### src/sv/wlmd_pkg.sv
// ============================================================================
// wlmd_pkg
// Shared constants, types and register codes of the windowed local maximum
// detector.
// ============================================================================
package wlmd_pkg;

    // window geometry
    localparam int WIN_RADIUS = 2;
    localparam int SPAN       = 2 * WIN_RADIUS + 1;
    localparam int LINES      = 2 * WIN_RADIUS;

    // image limits
    localparam int MAX_COLS = 1024;
    localparam int MAX_ROWS = 1024;
    localparam int COL_W    = $clog2(MAX_COLS);
    localparam int ROW_W    = $clog2(MAX_ROWS);

    // pixel and result fields
    localparam int HEIGHT_W  = 16;
    localparam int CELL_W    = HEIGHT_W + 1;
    localparam int OUT_ROW_W = 10;
    localparam int OUT_COL_W = 10;

    // configuration port
    localparam int CFG_IDX_W  = 2;
    localparam int CFG_DATA_W = 16;
    localparam int SIZE_W     = 11;
    localparam int SIZE_RESET = 1024;

    // widths wide enough for both the size register and the clamp limit, or for both position fields
    localparam int COLS_XW = (SIZE_W > COL_W + 1) ? SIZE_W : COL_W + 1;
    localparam int ROWS_XW = (SIZE_W > ROW_W + 1) ? SIZE_W : ROW_W + 1;
    localparam int ROW_XW  = (ROW_W > OUT_ROW_W) ? ROW_W : OUT_ROW_W;
    localparam int COL_XW  = (COL_W > OUT_COL_W) ? COL_W : OUT_COL_W;

    // result queue
    localparam int QUEUE_DEPTH = 8;
    localparam int QPTR_W      = $clog2(QUEUE_DEPTH);
    // beats that can still be in the front pipeline when one is accepted
    localparam int FRONT_SLOTS = 3;

    // register indexes
    localparam logic [CFG_IDX_W-1:0] CFG_PEAK_FLOOR  = CFG_IDX_W'(0);
    localparam logic [CFG_IDX_W-1:0] CFG_RISE_MARGIN = CFG_IDX_W'(1);
    localparam logic [CFG_IDX_W-1:0] CFG_IMAGE_COLS  = CFG_IDX_W'(2);
    localparam logic [CFG_IDX_W-1:0] CFG_IMAGE_ROWS  = CFG_IDX_W'(3);

    // bit HEIGHT_W is the occupied flag, the rest the height
    typedef logic [CELL_W-1:0] cell_t;

    typedef struct packed {
        logic [OUT_ROW_W-1:0] row;
        logic [OUT_COL_W-1:0] col;
        logic [HEIGHT_W-1:0]  height;
    } peak_t;

    typedef struct packed {
        logic [HEIGHT_W-1:0] peak_floor;
        logic [HEIGHT_W-1:0] rise_margin;
        logic [COL_W:0]      cols;
        logic [ROW_W:0]      rows;
    } cfg_t;

    typedef struct packed {
        logic not_empty;
        logic room;
    } q_status_t;

endpackage

### src/sv/wlmd_back.sv
// ============================================================================
// wlmd_back
// Output register stage: drains the result queue onto the result channel.
// ============================================================================
module wlmd_back
    import wlmd_pkg::*;
(
    input  logic                 aclk,
    input  logic                 aresetn,
    input  q_status_t            q_status,
    input  peak_t                pop_data,
    output logic                 pop,
    output logic                 m_valid,
    input  logic                 m_ready,
    output logic [OUT_ROW_W-1:0] m_peak_row,
    output logic [OUT_COL_W-1:0] m_peak_col,
    output logic [HEIGHT_W-1:0]  m_peak_height
);

    logic  m_valid_reg;
    peak_t out_reg;

    // load when the register is empty or its beat leaves
    assign pop = q_status.not_empty && (!m_valid_reg || m_ready);

    always_ff @(posedge aclk) begin
        if (!aresetn) begin
            m_valid_reg <= 1'b0;
        end else if (pop) begin
            m_valid_reg <= 1'b1;
        end else if (m_ready) begin
            m_valid_reg <= 1'b0;
        end
    end

    always_ff @(posedge aclk) begin
        if (pop) begin
            out_reg <= pop_data;
        end
    end

    assign m_valid       = m_valid_reg;
    assign m_peak_row    = out_reg.row;
    assign m_peak_col    = out_reg.col;
    assign m_peak_height = out_reg.height;

endmodule

### config.mk
export PLATFORM = sky130hd
export DESIGN_NAME = wlmd_back
export DESIGN_NICKNAME = d
export VERILOG_FILES = /design/src/sv/wlmd_pkg.sv /design/src/sv/wlmd_back.sv
export SDC_FILE = /design/constraint.sdc
export NUM_CORES = 1
export LEC_CHECK = 0
export BUFFER_PORTS_ARGS = -buffer_cell sky130_fd_sc_hd__buf_2
export CAP_MARGIN = 10
export CORE_MARGIN = 2
export CORE_UTILIZATION = 35
export CTS_CLUSTER_SIZE = 16
export DETAILED_ROUTE_END_ITERATION = 8
export GPL_ROUTABILITY_DRIVEN = 0
export PLACE_DENSITY = 0.77
export SYNTH_ARGS = -nofsm -noshare
export SYNTH_HDL_FRONTEND = slang
export SYNTH_SLANG_ARGS = --single-unit
### constraint.sdc
create_clock -name aclk -period 5.4 [get_ports aclk]
set_input_delay 0.54 -clock aclk [delete_from_list [all_inputs] [get_ports aclk]]
set_output_delay 0.54 -clock aclk [all_outputs]
set_load 0.01 [all_outputs]
* Yosys cells after proc, flatten, opt, wreduce, memory -nomap -nowiden
Index checks and enable logic that the tools add are counted.
** Word-level totals
- Flip-flop bits (word level) :: 37
- Logic and storage cells :: 10
** Operators by class
- Reductions and logical operators :: 4
- Mux-type cells :: 2
** Operators with widths (number)
- 2-to-1 mux 1 bit :: 2
- nonzero test 2 bit :: 1
- logical AND 1 bit :: 1
- zero test 1 bit :: 1
- logical OR 1 bit :: 1

* Longest topological paths before layout
- Depth after elaboration :: 4
- Mapped depth :: 2
- Mapped depth without buffers :: 2

* Least setup slack after synthesis
Ideal clock, no wire load.
- Kind :: in2out
- Start point :: input port m_ready
- End point :: output port pop
- Data required time :: 4.860 ns
- Arrival :: 2.308 ns
- Slack :: 2.552 ns
- Stages on the path :: 2
- Cells stage by stage :: nor2b_4 > nor2b_1
** On the way
- Longest elaborated chain between the ends :: 2
** RTL lines
- start, declared :: RTL line wlmd_back.sv:14 : input logic m_ready,
- logical OR 1 bit :: RTL line wlmd_back.sv:24 : assign pop = q_status.not_empty && (!m_valid_reg || m_ready);
- logical AND 1 bit :: RTL line wlmd_back.sv:24
- end, declared :: RTL line wlmd_back.sv:12 : output logic pop,
No other way between the ends.

* Worst setup path in the final report
- Start point :: register m_valid_reg, in the netlist m_valid
- End point :: output port pop
** On the way
- Longest elaborated chain between the ends :: 3
** RTL lines
- start, declared :: RTL line wlmd_back.sv:20 : logic m_valid_reg;
- start signal, assigned :: RTL line wlmd_back.sv:28 : m_valid_reg <= 1'b0;
- start signal, assigned :: RTL line wlmd_back.sv:30 : m_valid_reg <= 1'b1;
- start signal, assigned :: RTL line wlmd_back.sv:32 : m_valid_reg <= 1'b0;
- zero test 1 bit :: RTL line wlmd_back.sv:24
- logical OR 1 bit :: RTL line wlmd_back.sv:24
- logical AND 1 bit :: RTL line wlmd_back.sv:24
No other way between the ends.

==> flow_metrics.env <==
export IMPL_io_buffers=77
export IMPL_yosysTopAreaCell="edfxtp_1"
export IMPL_p_per_area_nw_per_um2=347
export IMPL_tightest_slew_ns=0.971
export IMPL_largest_register_ffs=16
export IMPL_maxCapViolCount=0
export IMPL_synthToLayoutAreaGrowth_pct=47.1
export IMPL_synth_seq_cells=37
export IMPL_critPathLaunchType="flop"
export IMPL_num_io_pins=79
export IMPL_place_area_um2=1580
export IMPL_drcViolationCount=0
export IMPL_cts_sinks=37
export IMPL_setup_viol=0
export IMPL_antenna_found_initial=0
export IMPL_syn_area_um2=1130
export IMPL_die_area_um2=3690
export IMPL_syn_inst=40
export IMPL_fin_crit_sh_pct=43.9
export IMPL_crit_type="flop to output pin"
export IMPL_grtUsageTotal_pct=13.3
export IMPL_synth_top_area_share_pct=95.8
export IMPL_yosysWarnings=0
export IMPL_drt_antenna_violating_nets=0
export IMPL_synthesis_nets=81
export IMPL_required_ns=4.86
export IMPL_wl_per_cell_um=12.5
export IMPL_cp_max_fo=37
export IMPL_drt_initial_drc_count=18
export IMPL_yosysSeqAreaShare_pct=97.6
export IMPL_final_cell_mix="77 x buf_2, 36 x edfxtp_1, 5 x clkbuf_4"
export IMPL_ir_worst_vdd_v=0.000176
export IMPL_fp_dieW_um=60.8
export IMPL_worstSkewPairLatency_ns=0.34
export IMPL_diodes=0
export IMPL_final_common_cell="buf_2"
export IMPL_grt_met2_usage_pct=20.3
export IMPL_grt_pass1_vias=733
export IMPL_cp_data_arrival_time_ns=1.83
export IMPL_outcome="finished, final reports clean"
export IMPL_first_pass_iters=2
export IMPL_cts_tree="yes"
export IMPL_cts_max_level=2
export IMPL_cts_root_buffer="clkbuf_4"
export IMPL_use_met1_pct=13.9
export IMPL_p_leak_nw=0.718
export IMPL_viasPerCell=4.20
export IMPL_whs_ns=0.359
export IMPL_avgSynthCellArea_um2=28.2
export IMPL_slew_headroom_pct=35.1
export IMPL_hold_class="input pin to flop"
export IMPL_synthTopCellsByArea="edfxtp_1 96%, dfxtp_1 1.8%, nor2b_4 1.2%, o21a_1 0.67%, nor2b_1 0.55%"
export IMPL_fmax_ghz=0.422
export IMPL_nNetsFinal=165
export IMPL_clkTransAtPathRegs_ns=0.12
export IMPL_grt_ovfl_total=0
export IMPL_skew_ns=0.00747
export IMPL_finalSetupTns_ns=0
export IMPL_coreArea_um2=3050
export IMPL_final_area_um2=1660
export IMPL_crit_path_end_kind="output pin"
export IMPL_top_usage_layer="met2"
export IMPL_cts_resized=0
export IMPL_cts_buffer_depth=2
export IMPL_grt_use_met3_pct=8.74
export IMPL_grt_max_degree=38
export IMPL_drive_gt1_share_pct=69.6
export IMPL_ctsHoldBuffers=0
export IMPL_rsz0062_at_grt="no"
export IMPL_finalHoldViolCount=0
export IMPL_die_h_um=60.8
export IMPL_post_cts_buffers=0
export IMPL_initial_core_util_pct=37.0
export IMPL_vias=709
export IMPL_slew_viol_final=0
export IMPL_fin_crit_ns=2.37
export IMPL_grt_pass1_wl_um=3300
export IMPL_routed_wl_um=2120
export IMPL_numCtsBuffers=5
export IMPL_placementRows=20
export IMPL_yosysUniqueCellTypes=5
where the power goes:
group          internal (mW)  leakage, nW  switching [mW]
registers              0.335        0.357         0.00353
clock network         0.0980       0.0414          0.0934
logic                 0.0218        0.320          0.0253
total                  0.455        0.718           0.122
path summary, 6_finish.rpt:
kind / start / end / slack [ns] / cells after the start
max: m_valid / pop / 3.03 / 3
min: pop_data[6] / m_peak_height[6] / 0.36 / 1
max reg2reg: m_valid / m_peak_col[2] / 3.80 / 2
min reg2reg: m_valid / m_valid / 0.66 / 2
stage by stage:
stage | util [%] | power, mW | std cells | setup slack (ns)
floorplan | - | 0.362 | 40 | 2.55
global placement | 51.6 | 0.391 | 161 | 3.19
detailed placement | 51.6 | 0.393 | 161 | 3.12
CTS | 54.4 | 0.586 | 169 | 2.98
global route | 54.4 | 0.602 | 169 | 2.87
finish | 54.4 | 0.577 | 169 | 3.03
synthesized netlist by cell type (all sizes together):
library cell and n:
edfxtp 36, o21a 1, nor2b 2, dfxtp 1
logic make-up (layout without fill, tap and decap cells):
kind of cell,Yosys count,in the layout,synth area share (%)
buffers and inverters,0,85,0
AND/OR/NAND/NOR,2,2,1.77
flip-flops,37,37,97.6
AO/OA/AOI/OAI,1,1,0.665
worst max-delay path, cell delays in order, from the launching register on:
cell and delay (ns):
dfxtp_1 0.33, nor2b_4 0.13, nor2b_4 0.75, buf_2 0.27
routing by layer:
metal / part of all wire [%] / vias to the layer above
met5: 0 / -
met4: 2.4 / 0
met3: 14 / 6
met2: 45 / 57
met1: 38 / 319
li1: - / 327
final cells by class:
type / instances / area (µm²)
clock buffer: 5 / 37.5
clock inverter: 3 / 46.3
fill: 286 / 1390
multi-input combinational: 3 / 35.0
sequential: 37 / 1100
tap: 44 / 55.1
timing repair buffer: 77 / 385
Note: power is estimated with default switching activity, not from simulation.
