--- src/sv/wlmd_pkg.sv ---
// ============================================================================
// wlmd_pkg
// Shared constants, types and register codes of the windowed local maximum
// detector.
// ============================================================================
package wlmd_pkg;

    // window geometry
    localparam int WIN_RADIUS = 2;
    localparam int SPAN       = 2 * WIN_RADIUS + 1;
    localparam int LINES      = 2 * WIN_RADIUS;

    // image limits
    localparam int MAX_COLS = 1024;
    localparam int MAX_ROWS = 1024;
    localparam int COL_W    = $clog2(MAX_COLS);
    localparam int ROW_W    = $clog2(MAX_ROWS);

    // pixel and result fields
    localparam int HEIGHT_W  = 16;
    localparam int CELL_W    = HEIGHT_W + 1;
    localparam int OUT_ROW_W = 10;
    localparam int OUT_COL_W = 10;

    // configuration port
    localparam int CFG_IDX_W  = 2;
    localparam int CFG_DATA_W = 16;
    localparam int SIZE_W     = 11;
    localparam int SIZE_RESET = 1024;

    // widths wide enough for both the size register and the clamp limit, or for both position fields
    localparam int COLS_XW = (SIZE_W > COL_W + 1) ? SIZE_W : COL_W + 1;
    localparam int ROWS_XW = (SIZE_W > ROW_W + 1) ? SIZE_W : ROW_W + 1;
    localparam int ROW_XW  = (ROW_W > OUT_ROW_W) ? ROW_W : OUT_ROW_W;
    localparam int COL_XW  = (COL_W > OUT_COL_W) ? COL_W : OUT_COL_W;

    // result queue
    localparam int QUEUE_DEPTH = 8;
    localparam int QPTR_W      = $clog2(QUEUE_DEPTH);
    // beats that can still be in the front pipeline when one is accepted
    localparam int FRONT_SLOTS = 3;

    // register indexes
    localparam logic [CFG_IDX_W-1:0] CFG_PEAK_FLOOR  = CFG_IDX_W'(0);
    localparam logic [CFG_IDX_W-1:0] CFG_RISE_MARGIN = CFG_IDX_W'(1);
    localparam logic [CFG_IDX_W-1:0] CFG_IMAGE_COLS  = CFG_IDX_W'(2);
    localparam logic [CFG_IDX_W-1:0] CFG_IMAGE_ROWS  = CFG_IDX_W'(3);

    // bit HEIGHT_W is the occupied flag, the rest the height
    typedef logic [CELL_W-1:0] cell_t;

    typedef struct packed {
        logic [OUT_ROW_W-1:0] row;
        logic [OUT_COL_W-1:0] col;
        logic [HEIGHT_W-1:0]  height;
    } peak_t;

    typedef struct packed {
        logic [HEIGHT_W-1:0] peak_floor;
        logic [HEIGHT_W-1:0] rise_margin;
        logic [COL_W:0]      cols;
        logic [ROW_W:0]      rows;
    } cfg_t;

    typedef struct packed {
        logic not_empty;
        logic room;
    } q_status_t;

endpackage

--- src/sv/wlmd_queue.sv ---
// ============================================================================
// wlmd_queue
// Short result queue between the window front and the output stage.
// ============================================================================
module wlmd_queue
    import wlmd_pkg::*;
(
    input  logic      aclk,
    input  logic      aresetn,
    input  logic      push_valid,
    input  peak_t     push_data,
    input  logic      pop,
    output peak_t     pop_data,
    output q_status_t q_status
);

    peak_t             slot_reg [QUEUE_DEPTH];
    logic [QPTR_W-1:0] wr_ptr_reg, rd_ptr_reg;
    logic [QPTR_W:0]   count_reg, count_next;

    // occupancy
    always_comb begin
        count_next = count_reg;
        if (push_valid && !pop) begin
            count_next = count_reg + (QPTR_W+1)'(1);
        end else if (pop && !push_valid) begin
            count_next = count_reg - (QPTR_W+1)'(1);
        end
    end

    always_ff @(posedge aclk) begin
        if (!aresetn) begin
            wr_ptr_reg <= '0;
            rd_ptr_reg <= '0;
            count_reg  <= '0;
        end else begin
            if (push_valid) begin
                wr_ptr_reg <= wr_ptr_reg + QPTR_W'(1);
            end
            if (pop) begin
                rd_ptr_reg <= rd_ptr_reg + QPTR_W'(1);
            end
            count_reg <= count_next;
        end
    end

    // storage
    always_ff @(posedge aclk) begin
        if (push_valid) begin
            slot_reg[wr_ptr_reg] <= push_data;
        end
    end

    assign pop_data           = slot_reg[rd_ptr_reg];
    assign q_status.not_empty = (count_reg != '0);
    // room for every beat the front may still push
    assign q_status.room = (count_reg <= (QPTR_W+1)'(QUEUE_DEPTH - FRONT_SLOTS));

endmodule

--- config.mk ---
export PLATFORM = sky130hd
export DESIGN_NAME = wlmd_queue
export DESIGN_NICKNAME = d
export VERILOG_FILES = /design/src/sv/wlmd_pkg.sv /design/src/sv/wlmd_queue.sv
export SDC_FILE = /design/constraint.sdc
export NUM_CORES = 1
export LEC_CHECK = 0
export BUFFER_PORTS_ARGS = -buffer_cell sky130_fd_sc_hd__buf_2
export CAP_MARGIN = 20
export CORE_MARGIN = 4
export CORE_UTILIZATION = 45
export CTS_CLUSTER_DIAMETER = 200
export CTS_CLUSTER_SIZE = 24
export DETAILED_ROUTE_END_ITERATION = 10
export PLACE_DENSITY = 0.62
export SKIP_LAST_GASP = 1
export SYNTH_ARGS = -nofsm -noshare
export SYNTH_HDL_FRONTEND = slang
export SYNTH_SLANG_ARGS = --single-unit
--- constraint.sdc ---
create_clock -name aclk -period 8.36 [get_ports aclk]
set_input_delay 0.836 -clock aclk [delete_from_list [all_inputs] [get_ports aclk]]
set_output_delay 0.836 -clock aclk [all_outputs]
set_load 0.01 [all_outputs]
# Word-level counts from Yosys, hierarchy flattened
# Memories as Yosys holds them, arrays and structs flattened. A register that Yosys moved wholly into a read port is not among the register bits.
# Cells that the tools add are included.
totals:
  reg_bits: 10
  ramBits: 288
  input_bits: 40
  out_inout_bits: 38
  elab_cells: 21
  mem_count: 1
classes:
  addsub: 4
  n_lt_le_gt_ge: 1
  mux: 6
  n_reduce_logical: 6
memory_table:
  columns: ["name", "depth", "width", "read_ports", "rd_ports_with_merged_regs", "wr", "line_no", "rtl"]
  rows:
  - ["slot_reg", 8, 36, 1, 1, 1, "wlmd_queue.sv:17", "peak_t slot_reg [QUEUE_DEPTH];"]
op_table:
  columns: ["op", "n"]
  rows:
  - ["two-way mux 4 bit", 2]
  - ["adder 3 x 1 -> 3 bit (second input constant)", 2]
  - ["two-way mux 3 bit", 2]
  - ["adder 4 x 1 -> 4 bit (second input constant)", 1]
  - ["less-or-equal comparator 4 x 3 -> 1 bit (second input constant)", 1]
  - ["nonzero test 4 bit", 1]
  - ["subtractor 4 x 1 -> 4 bit (second input constant)", 1]
  - ["logical AND 1 bit", 2]
  - ["zero test 1 bit", 2]
  - ["two-way mux 1 bit", 2]
  - ["nonzero test 2 bit", 1]

# Longest topological paths before layout
# Gate-level depths: netlist (run 1).
depth:
  ltp_word: 4
  ltp_mapped: 8
  ltp_nobuf: 8

# Least setup slack after synthesis (run 1)
# Ideal clock, no wire load.
synth_path:
  path_type: "in2reg"
  startpoint: "input port push_valid"
  endpoint: "memory slot_reg[0][0] in the netlist's numbering, enable pin"
  setup_ps: 474
  t_arrival_ps: 3405
  required_time_ps: 7886
  path_slack_ps: 4481
  stages: 2
  n_path_buf: 0
  cell_sequence: "nand2b_1 -> nor3_1"
synth_via:
  elab_chain_len: 2
synth_lines:
  columns: ["item", "line_no", "rtl"]
  rows:
  - ["start: declaration", "wlmd_queue.sv:10", "input logic push_valid,"]
  - ["two-way mux 1 bit", "wlmd_queue.sv:49", "if (push_valid) begin"]
  - ["two-way mux 1 bit (implied by the code)", "wlmd_queue.sv:50", "slot_reg[wr_ptr_reg] <= push_data;"]
  - ["end: declaration", "wlmd_queue.sv:17", null]
# No other way between the ends.

==> impl_metrics.env, run 1 <==
export IMPL_synthTopCellsByArea="edfxtp_1 74%, mux4_1 16%, mux2_2 3.5%"
export IMPL_maxCapViolCount=0
export IMPL_grt_max_degree=53
export IMPL_ys_warn_count=0
export IMPL_ant_nets=0
export IMPL_syn_num_nets=531
export IMPL_synth_edf_count=288
export IMPL_vias=5008
export IMPL_drtIter0Drc=270
export IMPL_fin_crit_sh=0.454
export IMPL_max_slew_margin=0.424
export IMPL_ios=78
export IMPL_yosysMostFrequentCell="edfxtp_1"
export IMPL_power_leakage_nw=4.27
export IMPL_cp_required_ns=7.52
export IMPL_grt_pass1_vias=5407
export IMPL_routabilityCongestion=0.701
export IMPL_cts_resized=0
export IMPL_worst_pin_slew_ns=0.864
export IMPL_whs_ns=0.534
export IMPL_largest_reg_flops=288
export IMPL_critPathMaxFanout=52
export IMPL_numCtsBuffers=16
export IMPL_cp_arrival_ns=2.96
export IMPL_synth_cells=485
export IMPL_cts_tree="built"
export IMPL_outcome="finished, final reports clean"
export IMPL_maxSlewViolCount=0
export IMPL_r2r_cells=3
export IMPL_ys_top_cells_by_count="288 x edfxtp_1, 72 x mux4_1, 36 x mux2_2, 13 x dfxtp_1"
export IMPL_worst_r2r_endpoint="slot_reg[7][31]"
export IMPL_clk_path_buf_depth=3
export IMPL_drt_vias_per_instance=5.50
export IMPL_synthArstFlopShare=0
export IMPL_setup_tns_ns=0
export IMPL_cts_clk_slew_worst_paths_ns=0.09
export IMPL_timing_rr_start="wr_ptr_reg[0]"
export IMPL_area_growth_syn_to_layout_pct=11.0
export IMPL_clk_latency_ns=0.49
export IMPL_yosysUniqueCellTypes=26
export IMPL_cts_setup_buffers=0
export IMPL_start_util=0.461
export IMPL_rsz0062_at_grt="false"
export IMPL_dp_slack_ns=5.04
export IMPL_report_final_hold_viol_count=0
export IMPL_setup_violations=0
export IMPL_dr_pass1_iters=6
export IMPL_synth_area_um2=11700
export IMPL_fin_ws_ns=4.56
export IMPL_gr_usage_all_layers=0.150
export IMPL_endpoint_kind="output pin"
export IMPL_cts_htree_levels=1
export IMPL_grt_pass1_wl_mm=32.5
export IMPL_diodes=0
export IMPL_rows=58
export IMPL_cellPowerDensity_nw_per_um2=215
export IMPL_synth_seq_area_share=0.760
export IMPL_fin_skew_ns=0.0216
export IMPL_reg2reg_setup_slack_ns=6.21
export IMPL_die_y_um=169
export IMPL_vdd_ir_drop_max_uv=118
export IMPL_io_buffers=77
export IMPL_antenna_found_initial=2
export IMPL_hold_path_endpoint="count_reg[3]"
export IMPL_fin_nets=617
export IMPL_wl_per_cell_um=23.5
export IMPL_dieArea_um2=28700
export IMPL_chipWidth_um=169
export IMPL_root_buffer="clkbuf_16"
export IMPL_hpwl_mm=12.3
export IMPL_synth_top_area_frac=0.738
export IMPL_dp_cells=882
export IMPL_ys_ff_latch=301
export IMPL_min_from="count_reg[3]"
export IMPL_yosysTopAreaCell="edfxtp_1"
export IMPL_layout_drive_gt1_share=0.267
export IMPL_drc_errors=0
export IMPL_core_um2=25400
export IMPL_clock_sinks=301
export IMPL_avgSynthCellArea_um2=24.2
export IMPL_criticalPathCategory="reg -> out"
export IMPL_final_cell_count_no_fill=911
export IMPL_overflow=0
export IMPL_synth_main_ff_cell="edfxtp_1"
export IMPL_drt_wl_total_mm=21.4
export IMPL_fmax_mhz=263
export IMPL_whs_path_depth=2
export IMPL_hp_class="reg -> reg"
export IMPL_worst_setup_path_start_kind="register"
export IMPL_holdBufCountCts=0
export IMPL_period_needed_ns=3.80
## cell type report
cell class / instances / area [um^2]
Multi-Input combinational cell: 160 / 2720
Clock buffer: 27 / 463
Tap cell: 330 / 413
Timing Repair Buffer: 90 / 487
Inverter: 2 / 7.51
Fill cell: 2004 / 12400
Sequential cell: 301 / 8910
Clock inverter: 1 / 11.3
## power breakdown
group	internal (W)	total, W	switching, W
logic	0.000129	0.000258	0.000130
clock network	0.000386	0.000826	0.000441
registers	0.00169	0.00172	0.0000240
total	0.00221	0.00280	0.000594
## layout by cell type (no fill, tap or decap), types with 3 or more instances in the layout
master | Yosys | layout
edfxtp_1 | 288 | 288
buf_2 | 0 | 77
mux4_1 | 72 | 72
mux2_2 | 36 | 36
clkbuf_16 | 0 | 17
buf_4 | 0 | 12
clkbuf_1 | 4 | 10
dfxtp_1 | 13 | 10
and2_1 | 7 | 7
nand2_1 | 6 | 6
nor2_4 | 0 | 6
ha_1 | 5 | 5
nand2b_1 | 4 | 4
mux2i_1 | 4 | 4
xnor2_1 | 4 | 4
nor2b_1 | 3 | 3
## how the worst max path moves through the flow
| stage | depth (start not counted) | to | startpoint |
|---|---|---|---|
| final | 4 | pop_data[4] | register |
| after global routing | 4 | pop_data[4] | register |
| after CTS | 4 | pop_data[4] | register |
| after detailed placement | 4 | pop_data[4] | register |
| after global placement | 4 | pop_data[4] | register |
| after floorplan | 2 | slot_reg[0][0] | push_valid |
## routing by layer
metal	track usage	up-vias	part of all wire
met1	0.205	2616	0.43
met3	0.0282	18	0.058
met2	0.258	111	0.50
met4	0.0238	4	0.011
met5	0	-	0.00065
li1	-	2259	-
## critical path, stage by stage (launching register included)
cell     delay, ns
dfxtp_4       0.57
buf_4         0.73
mux4_1        0.64
mux2_2        0.32
buf_2         0.15
## through the flow
stage          utilization  total power, W  area, um^2
6_report             0.512         0.00280       13000
5_1_grt              0.512         0.00292       13000
4_1_cts              0.512         0.00284       13000
3_5_place_dp         0.493         0.00202       12500
3_3_place_gp         0.493         0.00201       12500
2_1_floorplan            -         0.00192       11700
## cells by family (layout without fill, tap and decap cells)
logic type | count (synthesis) | count (layout) | share of synthesized area
flip-flops | 301 | 301 | 0.760
multiplexers | 112 | 112 | 0.199
AND/OR/NAND/NOR | 31 | 31 | 0.0136
buffers and inverters | 24 | 120 | 0.0130
adder cells (fa/ha/maj) | 6 | 6 | 0.00705
XOR/XNOR | 6 | 6 | 0.00448
AO/OA/AOI/OAI | 5 | 5 | 0.00246
Power figures use the tool's default switching activity.
==> run 2: changes to the inputs <==
PLACE_DENSITY = 0.65   (was 0.62)
clock period = 3.2 ns   (was 8.36 ns; I/O delays follow)
==> run 2 against run 1 <==
  * Routed wire length up 3.4%
  * Cell area up 0.97%
  * First-iteration DRC count up 26%
  * Sequential share of layout area down 0.66 points
  * Critical path depth unchanged
  * Sequential power rose to 2.6 times the previous value
  * Clock-buffer cell count down 6
  * Combinational power rose to 2.7 times the previous value
  * Critical endpoint is now pop_data[20]
  * Largest cell class unchanged
==> impl_metrics.env, run 2 (same netlist as run 1, synthesis figures left out) <==
export IMPL_cp_required_ns=2.88
export IMPL_fmax_mhz=354
export IMPL_switching_share=0.215
export IMPL_power_frac_seq=0.612
export IMPL_cts_resized=0
export IMPL_power_leakage_nw=4.30
export IMPL_fin_area_um2=13100
export IMPL_overflow=0
export IMPL_cpPeakStageDelay_ns=0.70
export IMPL_outcome="finished, final reports clean"
export IMPL_die_y_um=169
export IMPL_cp_arrival_ns=2.51
export IMPL_wl_per_cell_um=24.3
export IMPL_holdBufCountCts=0
export IMPL_fin_util=0.517
export IMPL_numCtsBuffers=16
export IMPL_power_frac_comb=0.096
export IMPL_final_cell_count_no_fill=908
export IMPL_critPathMaxFanout=27
export IMPL_hp_class="in -> reg"
export IMPL_root_buffer="clkbuf_16"
export IMPL_fin_crit_sh=0.883
export IMPL_min_from="push_data[9]"
export IMPL_p_sw_w=0.00158
export IMPL_drtIter0Drc=340
export IMPL_routabilityCongestion=0.673
export IMPL_area_growth_syn_to_layout_pct=12.1
export IMPL_criticalPathCategory="reg -> out"
export IMPL_io_buffers=77
export IMPL_period_needed_ns=2.83
export IMPL_setup_violations=0
export IMPL_drc_errors=0
export IMPL_largest_reg_flops=288
export IMPL_internal_power_w=0.00576
export IMPL_gr_usage_all_layers=0.152
export IMPL_clk_path_buf_depth=3
export IMPL_layout_drive_gt1_share=0.273
export IMPL_antenna_found_initial=1
export IMPL_ant_nets=0
export IMPL_worstPathBufferInverterCount=2
export IMPL_setup_tns_ns=0
export IMPL_drt_vias_per_instance=5.70
export IMPL_crit_family="multiplexers"
export IMPL_maxSlewViolCount=0
export IMPL_start_util=0.461
export IMPL_clkPwrFrac=0.292
export IMPL_rsz0062_at_grt="false"
export IMPL_hpwl_mm=12.7
export IMPL_grt_pass1_vias=5430
export IMPL_slowest_stage="dfxtp_4"
export IMPL_ios=78
export IMPL_endpoint_kind="output pin"
export IMPL_cts_clk_slew_worst_paths_ns=0.09
export IMPL_clk_latency_ns=0.50
export IMPL_place_area_um2=12700
export IMPL_report_final_hold_viol_count=0
export IMPL_max_slew_margin=0.559
export IMPL_dp_cells=886
export IMPL_fin_nets=620
export IMPL_power_w=0.00733
export IMPL_maxCapViolCount=0
export IMPL_worst_setup_path_start_kind="register"
export IMPL_rows=58
export IMPL_grt_max_degree=43
export IMPL_vias=5172
export IMPL_final_cell_mix="288 x edfxtp_1, 77 x buf_2, 72 x mux4_1"
export IMPL_timing_rr_start="wr_ptr_reg[0]"
export IMPL_core_um2=25400
export IMPL_final_common_cell="edfxtp_1"
export IMPL_crit_path_cell_trace="buf_12 -> mux4_1 -> mux2_2 -> buf_2"
export IMPL_cellPowerDensity_nw_per_um2=558
export IMPL_dieArea_um2=28700
export IMPL_chipWidth_um=169
export IMPL_worst_pin_slew_ns=0.660
export IMPL_cts_setup_buffers=0
export IMPL_drt_wl_total_mm=22.1
export IMPL_fin_skew_ns=0.0115
export IMPL_clock_sinks=301
export IMPL_fill_cells=1981
export IMPL_dr_pass1_iters=4
export IMPL_diodes=0
export IMPL_grt_pass1_wl_mm=33.4
export IMPL_cts_htree_levels=1
export IMPL_vdd_ir_drop_max_uv=444
export IMPL_cts_tree="built"
## run 2: power by group through the flow
stage | logic [W] | registers (W) | clock network [W]
detailed placement | 0.000717 | 0.00458 | 0
global route | 0.000764 | 0.00450 | 0.00235
floorplan | 0.000467 | 0.00454 | 0
global placement | 0.000697 | 0.00457 | 0
CTS | 0.000720 | 0.00449 | 0.00221
finish | 0.000703 | 0.00449 | 0.00214
## run 2: routing by layer
metal | routed length [um] | up-vias | track usage
met4 | 367 | 2 | 0.0273
met1 | 9610 | 2767 | 0.210
met5 | 13 | - | 0
met3 | 937 | 25 | 0.0240
met2 | 11200 | 122 | 0.264
li1 | - | 2256 | -
## run 2: final cells by class
cell class / count / area, um^2 / area share
clock inverters: 1 / 16.3 / 0.00124
repair buffers: 93 / 618 / 0.0470
flip-flops and latches: 301 / 8910 / 0.679
multi-input cells: 160 / 2730 / 0.208
inverters: 2 / 7.51 / 0.000571
well taps: 330 / 413 / 0.0314
clock buffers: 21 / 440 / 0.0335
## run 2: per-stage QoR
| step | worst slack (ns) | hold slack (ns) |
|---|---|---|
| 2_1_floorplan | 0.699 | 0.419 |
| 3_3_place_gp | 0.881 | 0.464 |
| 3_5_place_dp | 0.873 | 0.481 |
| 4_1_cts | 0.324 | 0.0630 |
| 5_1_grt | 0.276 | 0.0838 |
| 6_report | 0.374 | 0.0911 |
## run 2: final timing paths
check / endpoint / slack, ns / cells after the start
worst max register to register: slot_reg[7][30] / 1.16 / 3
worst min register to register: count_reg[3] / 0.49 / 2
worst min-delay path: slot_reg[6][9] / 0.09 / 1
worst max-delay path: pop_data[20] / 0.37 / 4
